### src/slm_pkg.sv
// Shared types and codes for the sorted list merge block.
package slm_pkg;

  localparam int unsigned ValueW = 32;
  localparam int unsigned ModeW  = 2;

  typedef logic [ValueW-1:0] value_t;
  typedef logic [ModeW-1:0]  mode_t;

  // Transaction kinds carried on the input tuser.
  localparam mode_t ModeAppendA = 2'd0;
  localparam mode_t ModeAppendB = 2'd1;
  localparam mode_t ModeMerge   = 2'd2;

endpackage

### src/slm_list.sv
// One list store: element memory with registered read port and fill count.
module slm_list #(
  parameter int unsigned DEPTH = 32,
  localparam int unsigned AddrW = (DEPTH > 1) ? $clog2(DEPTH) : 1,
  localparam int unsigned CntW  = $clog2(DEPTH + 1)
) (
  input  logic                clk_i,
  input  logic                rst_ni,
  input  logic                append_i,
  input  slm_pkg::value_t     append_data_i,
  input  logic                clear_i,
  input  logic [CntW-1:0]     rd_ptr_i,
  output slm_pkg::value_t     rd_data_o,
  output logic [CntW-1:0]     count_o
);
  import slm_pkg::*;

  value_t            mem [DEPTH];
  value_t            rd_data_q;
  logic [CntW-1:0]   count_q, count_d;
  logic              full;
  logic              wr_en;

  assign full  = (count_q == CntW'(DEPTH));
  assign wr_en = append_i && !full;

  always_comb begin
    count_d = count_q;
    if (clear_i) begin
      count_d = '0;
    end else if (wr_en) begin
      count_d = count_q + CntW'(1);
    end
  end

  always_ff @(posedge clk_i or negedge rst_ni) begin
    if (!rst_ni) begin
      count_q <= '0;
    end else begin
      count_q <= count_d;
    end
  end

  // write at the fill count, read at the merge pointer
  always_ff @(posedge clk_i) begin
    if (wr_en) begin
      mem[count_q[AddrW-1:0]] <= append_data_i;
    end
    rd_data_q <= mem[rd_ptr_i[AddrW-1:0]];
  end

  assign rd_data_o = rd_data_q;
  assign count_o   = count_q;

endmodule

### src/sorted_list_merge_top.sv
// Top level of the sorted list merge block: two list stores and the merge sequencer.
//
// Two-way merge of two ascending lists of signed 32-bit values. Each input
// transaction carries a kind on tuser: append to the first list, append to the
// second list, or merge (kind 3 is dropped). Appends are taken while the input
// is ready and are silently dropped once a list holds LIST_DEPTH elements. A
// merge emits every stored element in ascending order, one output transaction
// per element, tlast on the final one, then empties both lists; merging two
// empty lists emits nothing. On equal heads the second list's element goes out
// first. Each element passes through StRead, the registered read of the list
// memories, then StEmit, one pass of the single shared signed comparator, which
// waits on output backpressure. The input is not ready while a merge is in
// progress. A finished result sits in an output register, so new appends are
// taken while the last result waits to be consumed.
module sorted_list_merge_top #(
  parameter int unsigned LIST_DEPTH = 32
) (
  input  logic                clk_i,
  input  logic                rst_ni,
  // input stream
  input  logic                s_axis_tvalid_i,
  output logic                s_axis_tready_o,
  input  slm_pkg::value_t     s_axis_tdata_i,   // [31:0] value
  input  slm_pkg::mode_t      s_axis_tuser_i,   // [1:0] mode
  // result stream
  output logic                m_axis_tvalid_o,
  input  logic                m_axis_tready_i,
  output slm_pkg::value_t     m_axis_tdata_o,   // [31:0] value_res
  output logic                m_axis_tlast_o
);
  import slm_pkg::*;

  localparam int unsigned CntW = $clog2(LIST_DEPTH + 1);
  localparam int unsigned RemW = CntW + 1;

  // sequencer states
  localparam logic [1:0] StIdle = 2'd0;
  localparam logic [1:0] StRead = 2'd1;  // memories fetch the heads
  localparam logic [1:0] StEmit = 2'd2;  // compare heads, push one result

  logic [1:0]      st_q, st_d;
  logic [CntW-1:0] ptr_a_q, ptr_a_d, ptr_b_q, ptr_b_d;
  logic [RemW-1:0] rem_q, rem_d;
  logic [CntW-1:0] cnt_a, cnt_b;
  value_t          head_a, head_b;

  logic            in_fire;
  logic            app_a, app_b, merge_req;
  logic            out_free, out_load;
  logic            take_a;
  logic            done;
  logic [RemW-1:0] total;

  logic            out_valid_q, out_valid_d;
  value_t          out_data_q, out_data_d;
  logic            out_last_q, out_last_d;

  assign s_axis_tready_o = (st_q == StIdle);
  assign in_fire         = s_axis_tvalid_i && s_axis_tready_o;

  always_comb begin
    app_a     = 1'b0;
    app_b     = 1'b0;
    merge_req = 1'b0;
    case (s_axis_tuser_i)
      ModeAppendA: app_a     = in_fire;
      ModeAppendB: app_b     = in_fire;
      ModeMerge:   merge_req = in_fire;
      default: ;
    endcase
  end

  assign total = {1'b0, cnt_a} + {1'b0, cnt_b};

  // shared unit: a single signed compare of the two heads
  assign take_a = (ptr_a_q < cnt_a) &&
                  ((ptr_b_q >= cnt_b) || ($signed(head_a) < $signed(head_b)));

  assign out_free = !out_valid_q || m_axis_tready_i;
  assign out_load = (st_q == StEmit) && out_free;
  assign done     = out_load && (rem_q == RemW'(1));

  always_comb begin
    st_d    = st_q;
    ptr_a_d = ptr_a_q;
    ptr_b_d = ptr_b_q;
    rem_d   = rem_q;
    case (st_q)
      StIdle: begin
        if (merge_req && (total != '0)) begin
          rem_d = total;
          st_d  = StRead;
        end
      end
      StRead: begin
        st_d = StEmit;
      end
      StEmit: begin
        if (out_load) begin
          rem_d = rem_q - RemW'(1);
          if (take_a) begin
            ptr_a_d = ptr_a_q + CntW'(1);
          end else begin
            ptr_b_d = ptr_b_q + CntW'(1);
          end
          if (done) begin
            ptr_a_d = '0;
            ptr_b_d = '0;
            st_d    = StIdle;
          end else begin
            st_d = StRead;
          end
        end
      end
      default: begin
        st_d = StIdle;
      end
    endcase
  end

  // output register
  always_comb begin
    out_valid_d = out_valid_q;
    out_data_d  = out_data_q;
    out_last_d  = out_last_q;
    if (out_load) begin
      out_valid_d = 1'b1;
      out_data_d  = take_a ? head_a : head_b;
      out_last_d  = (rem_q == RemW'(1));
    end else if (m_axis_tready_i) begin
      out_valid_d = 1'b0;
    end
  end

  always_ff @(posedge clk_i or negedge rst_ni) begin
    if (!rst_ni) begin
      st_q        <= StIdle;
      ptr_a_q     <= '0;
      ptr_b_q     <= '0;
      rem_q       <= '0;
      out_valid_q <= 1'b0;
    end else begin
      st_q        <= st_d;
      ptr_a_q     <= ptr_a_d;
      ptr_b_q     <= ptr_b_d;
      rem_q       <= rem_d;
      out_valid_q <= out_valid_d;
    end
  end

  always_ff @(posedge clk_i) begin
    out_data_q <= out_data_d;
    out_last_q <= out_last_d;
  end

  assign m_axis_tvalid_o = out_valid_q;
  assign m_axis_tdata_o  = out_data_q;
  assign m_axis_tlast_o  = out_last_q;

  slm_list #(
    .DEPTH(LIST_DEPTH)
  ) u_list_a (
    .clk_i         (clk_i),
    .rst_ni        (rst_ni),
    .append_i      (app_a),
    .append_data_i (s_axis_tdata_i),
    .clear_i       (done),
    .rd_ptr_i      (ptr_a_q),
    .rd_data_o     (head_a),
    .count_o       (cnt_a)
  );

  slm_list #(
    .DEPTH(LIST_DEPTH)
  ) u_list_b (
    .clk_i         (clk_i),
    .rst_ni        (rst_ni),
    .append_i      (app_b),
    .append_data_i (s_axis_tdata_i),
    .clear_i       (done),
    .rd_ptr_i      (ptr_b_q),
    .rd_data_o     (head_b),
    .count_o       (cnt_b)
  );

`ifndef NO_ASSERTIONS
  // merge pointers never run past the stored counts
  a_ptr_bound: assert property (@(posedge clk_i) disable iff (!rst_ni)
    (st_q != StIdle) |-> ((ptr_a_q <= cnt_a) && (ptr_b_q <= cnt_b)))
    else $error("merge pointer past list count");

  // remaining count tracks the elements not yet consumed
  a_rem_track: assert property (@(posedge clk_i) disable iff (!rst_ni)
    (st_q != StIdle) |->
      (rem_q == (total - {1'b0, ptr_a_q} - {1'b0, ptr_b_q})))
    else $error("remaining count out of step with pointers");

  // the final result empties both lists
  a_clear_on_last: assert property (@(posedge clk_i) disable iff (!rst_ni)
    done |=> ((cnt_a == '0) && (cnt_b == '0) && (st_q == StIdle)))
    else $error("lists not cleared after last result");

  // a result loaded with tlast leaves no work behind
  a_last_idle: assert property (@(posedge clk_i) disable iff (!rst_ni)
    (out_load && (rem_q == RemW'(1))) |=> (m_axis_tlast_o && (rem_q == '0)))
    else $error("tlast without finishing the merge");
`endif

endmodule
### config.mk
export PLATFORM = sky130hd
export DESIGN_NAME = sorted_list_merge_top
export DESIGN_NICKNAME = d
export VERILOG_FILES = /design/src/slm_pkg.sv /design/src/slm_list.sv /design/src/sorted_list_merge_top.sv
export SDC_FILE = /design/constraint.sdc
export NUM_CORES = 2
export LEC_CHECK = 0
export BUFFER_PORTS_ARGS = -buffer_cell sky130_fd_sc_hd__buf_4
export CAP_MARGIN = 10
export CORE_AREA = 5 5 443 445
export CTS_CLUSTER_DIAMETER = 50
export DETAILED_ROUTE_END_ITERATION = 8
export DIE_AREA = 0 0 448 450
export SLEW_MARGIN = 25
export SYNTH_ARGS = -nofsm -noshare
export SYNTH_HDL_FRONTEND = slang
export SYNTH_HIERARCHICAL = 1
export SYNTH_SLANG_ARGS = --single-unit
### constraint.sdc
create_clock -name clk_i -period 9.3 [get_ports clk_i]
set_input_delay 0 -clock clk_i [delete_from_list [all_inputs] [get_ports clk_i]]
set_output_delay 0 -clock clk_i [all_outputs]
set_load 0.02 [all_outputs]
---- After elaboration in Yosys (flattened, before gate mapping) ----
Memory sizes are Yosys's and may differ from the RTL's. A register that Yosys moved wholly into a read port is not among the register bits.
Cells that the tools add are included.
cells by class
  add/subtract/negate cells ............... 6
  order comparisons ....................... 3
  equal/unequal tests ..................... 10
  mux-type cells .......................... 25
  reductions and logical operators ........ 24
operators with widths
  kind                                                  number
  2-to-1 mux 6 bit                                      8
  less-than comparator 32 bit                           1
  2-to-1 mux 32 bit                                     1
  adder 6 x 1 -> 6 bit (second input constant)          4
  2-to-1 mux 7 bit                                      2
  case mux 7 bit (2 select lines)                       1
  equality test 6 bit (second input constant)           2
  2-to-1 mux 1 bit                                      10
  nonzero test 2 bit                                    5
  AND reduction 3 bit                                   3
  adder 6 x 6 -> 7 bit                                  1
  equality test 7 x 1 -> 1 bit (second input constant)  1
  logical AND 1 bit                                     7
  nonzero test 7 bit                                    1
  subtractor 7 x 1 -> 7 bit (second input constant)     1
  >= comparator 6 bit                                   1
  less-than comparator 6 bit                            1
  case mux 2 bit (3 select lines)                       1
  equality test 2 x 1 -> 1 bit (second input constant)  2
  equality test 2 bit (second input constant)           2
  zero test 2 bit                                       2
  2-to-1 mux 2 bit                                      2
  != test 2 x 1 -> 1 bit (second input constant)        2
  zero test 1 bit                                       3
  3 further kinds                                       4
storage, ports and cells
  register bits after elaboration ......... 67
  RAM bits ................................ 2048
  input bits .............................. 38
  output and inout bits ................... 35
  memories kept ........................... 2
memories
  name          depth  bits a word  read ports  clocked after Yosys merged registers in  write ports  RTL line        RTL
  u_list_a.mem  32     32           1           1                                        1            slm_list.sv:18  value_t mem [DEPTH];
  u_list_b.mem  32     32           1           1                                        1            slm_list.sv:18

---- Depth between registers and ports, before layout ----
  word-level depth ........................ 7
  depth in mapped cells ................... 12
  depth with buffers taken out ............ 10

---- Cells and area by module ----
Netlist, hierarchy kept.
by module, submodules not included
  module                 instances  cells each  area each (um^2)
  slm_list at u_list_a   1          2298        40870.4
  slm_list at u_list_b   1          2298        40842.9
  sorted_list_merge_top  1          376         3849.9

---- Worst setup path after synthesis ----
No wires, ideal clock.
  path type ............................... reg2reg
  start point ............................. reg st_q[1]
  end point ............................... mem u_list_b/mem[9][0] (netlist bit), enable pin
  setup time .............................. 0.468 ns
  arrival ................................. 4.017 ns
  data required time ...................... 8.832 ns
  setup slack ............................. 4.815 ns
  stages on the path, launching flop included .. 7
  path buffers ............................ 1
  clock period less this slack ............ 4.485 ns
  cell sequence ........................... dfrtp_1 nor2_1 nand2_1 nor3b_1 clkbuf_1 nor2b_1 nor3b_1
between the ends
  cells in the longest elaborated chain, start to end .. 6
RTL lines
  element                                 RTL line                      RTL
  start, declared                         sorted_list_merge_top.sv:41   logic [1:0] st_q, st_d;
  start signal, assigned                  sorted_list_merge_top.sv:137  st_q <= StIdle;
  start signal, assigned                  sorted_list_merge_top.sv:143  st_q <= st_d;
  zero test 2 bit                         sorted_list_merge_top.sv:58   assign s_axis_tready_o = (st_q == StIdle);
  net s_axis_tready_o                     sorted_list_merge_top.sv:22   output logic s_axis_tready_o,
  logical AND 1 bit                       sorted_list_merge_top.sv:59   assign in_fire = s_axis_tvalid_i && s_axis_tready_o;
  2-to-1 mux 1 bit                        sorted_list_merge_top.sv:65   case (s_axis_tuser_i)
  net app_b                               sorted_list_merge_top.sv:48   logic app_a, app_b, merge_req;
  logical AND 1 bit                       slm_list.sv:25                assign wr_en = append_i && !full;
  2-to-1 mux 1 bit                        slm_list.sv:46                if (wr_en) begin
  2-to-1 mux 1 bit (implied by the code)  slm_list.sv:47                mem[count_q[AddrW-1:0]] <= append_data_i;
  end, declared                           slm_list.sv:18
The timed path passes the listed nets, and every way through them passes these cells.

==> run summary <==
Status - finished clean
Synth area leaders - edfxtp_1 73%, mux2i_1 12%, a22oi_1 1.7%
Num CTS Buffers - 219
RSZ-0062 raised after global routing - no
Synth Area in Adders - 0.901%
Global-route wire length before repair - 318000 um
Netlist Area Pre-Place - 85600 sq um
Clock Path Buffers - 3
Slew @ Worst Pin - 1.13 ns
Worst reg2reg path depth - 6
Achievable Freq - 218 MHz
Post-route setup TNS - 0 ns
Final Setup Violations - 0
Cell depth of the worst hold path - 4
CTS root buf - clkbuf_16
Core Util, Final - 50.4%
Worst Clk Skew - 0.0372 ns
Critical path arrival - 5.15 ns
Compound-Gate Fraction of Synth Area - 5.29%
Tot GR Track Use - 21.7%
Final HPWL DP - 118000 um
Die width - 448 um
Post-synth EDFFs - 2081
Post-route cell area - 96600 sq um
Number of DRC markers in iteration 0 - 4373
CTS tree - yes
Switching part of the total power - 31.5%
Max FO, Critical Path - 58
Layout cells sized above 1 - 11.2%
Placed inst area - 89000 sq um
Detail Route Antenna Nets - 0
Avg WL per Cell - 28.2 um
Via count - 45477
Synth Area in Simple Gates - 3.57%
FFs w/ async S/R, synth - 1.56%
Top post-synthesis cells by count - 2081 x edfxtp_1, 1027 x mux2i_1, 236 x nand2_1, 220 x a21oi_1, 209 x nand3_1
Combinational family with the most area after synthesis - multiplexers
Sequential share of power - 42.7%
Non-Filler Instances - 7876
Fraction of synthesized cell area in xor and xnor cells - 0.133%
Slew margin rel. - 24.6%
Commonest register cell after synthesis - edfxtp_1
Die Span Y - 450 um
Sequential area share after synthesis - 75.5%
Mapped Avg Cell Area - 17.2 sq um
Seq cells post-synth - 2179
Area Overhead vs Synth - 12.9%
Power consumption - 27.2 mW
Synth top area share - 73.0%
Max Cap Viol - 0
Via-to-Cell Ratio - 5.77
Worst skew pair latency - 0.84 ns
VDD IR max - 0.216 mV
P_sw - 8.55 mW
Initial antenna violation count - 22
Worst path required time - 9.86 ns
Worst hold slack - 0.156 ns
Synth unique cells - 58
Crit Path Class - flip-flop to flip-flop
GRT overflow - 0
DRC viols - 0
Synth area leader - edfxtp_1
Drt total wl - 222000 um
Port bufs - 72
Critical path capture point type - flip-flop
PwrDens - 281 nW/um^2
Ports - 73
Multiplexer share of the synthesized area - 12.4%
CTS H-Tree Depth - 4
Placer Congestion - 0.799
Most common cell in the synthesized netlist - edfxtp_1
HP Class - input port to flip-flop
Syn Nets - 5071
Startpoint types - flip-flop
Initial core utilization - 44.6%
Core Region - 192000 sq um
Clock power frac - 31.7%
Ys Warns - 6
Min cycle time layout - 4.59 ns
Pin count of the biggest net entering global routing - 133
Final hold vios - 0
Static Leakage - 32.0 nW
DP Cell Count - 7411
Post-route setup slack - 4.71 ns
Vias in the first global route - 44545
P_int - 18.6 mW
Sink Count - 2179
Comb pwr share - 25.6%
Worst-path clk slew - 0.06 ns
Router iterations before antenna repair - 5
Placement Rows - 161
Die footprint - 202000 sq um
Final period util - 49.4%
Final Slew Violations - 0
Mapped Cells - 4972
Post-place setup slack - 4.83 ns
Final #Nets - 5246
power groups by stage:
stage / Clock, mW / Combinational (mW) / Sequential [mW]
final: 8.62 / 6.95 / 11.6
after global placement: 0 / 6.86 / 11.8
after floorplan: 0 / 4.67 / 11.6
after global routing: 9.20 / 7.37 / 11.6
after detailed placement: 0 / 6.89 / 11.8
after CTS: 8.77 / 6.94 / 11.6
final timing paths:
| check | slack (ns) | startpoint | to |
|---|---|---|---|
| max | 4.71 | ptr_b_q[1] | u_list_b/rd_data_o[11] |
| min | 0.16 | m_axis_tready_i | m_axis_tvalid_o |
| max reg2reg | 4.71 | ptr_b_q[1] | u_list_b/rd_data_o[11] |
| min reg2reg | 0.54 | st_q[0] | st_q[1] |
| max in group asynchronous | 8.85 | rst_ni | ptr_a_q[1] |
| min in group asynchronous | 0.23 | rst_ni | u_list_b/count_o[5] |
cell usage in the layout, fill, tap and decap left out, types with 12 or more instances in the layout:
cell type,count
dlygate4sd3_1,40
nand2b_1,12
buf_4,174
nor3_1,70
clkbuf_1,65
o21ai_0,18
bufinv_16,15
mux2i_1,1027
nand3_1,209
ha_1,60
clkbuf_16,224
a22o_1,130
a31oi_1,66
nor2_4,46
clkbuf_8,14
a22oi_1,197
clkinv_2,25
clkinv_1,44
dfrtp_1,32
diode_2,16
inv_1,55
nand2_1,236
nor2_1,29
dfxtp_1,64
edfxtp_1,2081
mux2_2,33
a21oi_1,220
routing by layer:
layer / vias to the layer above / share of wire (%) / global-route usage, %
li1: 19979 / - / -
met1: 23652 / 43 / 30.1
met2: 1518 / 48 / 34.6
met3: 322 / 6.9 / 4.59
met4: 6 / 3.0 / 6.76
met5: - / 0.015 / 0
worst max-delay path, stage by stage, from the launching register on:
cell	delay, ns
dfrtp_4	0.97
buf_4	0.89
buf_4	0.77
mux2i_1	0.26
a21oi_1	0.08
a31oi_1	0.76
nand3_1	0.44
final cells by class:
class | count | area [sq um]
multi-input cells | 2468 | 19600
clock buffers | 303 | 6040
inverters | 56 | 210
clock inverters | 105 | 1030
fillers | 15592 | 95200
repair buffers | 223 | 1880
flip-flops and latches | 2179 | 64600
well taps | 2526 | 3160
diodes | 16 | 40.0
flip-flops by register name, summed over array words and instances (netlist names):
name and flops:
u_list_b/rd_data_o 32, ptr_a_q 6, u_list_b/count_o 6, m_axis_tvalid_o 1, m_axis_tdata_o 32, u_list_a/rd_data_o 32
u_list_b/mem 1024, ptr_b_q 6, u_list_a/mem 1024, rem_q 7, st_q 2, m_axis_tlast_o 1
u_list_a/count_o 6
kinds of logic (layout without fill, tap and decap cells):
family / Yosys count / after routing
AO/OA/AOI/OAI: 666 / 666
buffers and inverters: 325 / 687
other: 0 / 16
AND/OR/NAND/NOR: 668 / 668
flip-flops: 2179 / 2179
adder cells (fa/ha/maj): 61 / 61
XOR/XNOR: 13 / 13
multiplexers: 1060 / 1060
what timing repair did:
item                      4_1_cts  5_1_grt
hold buffers                   41        0
buffers inserted                0        0
hold endpoints to repair     2114        0
gates resized for setup         0        0
Note: power is estimated with default switching activity, not from simulation.
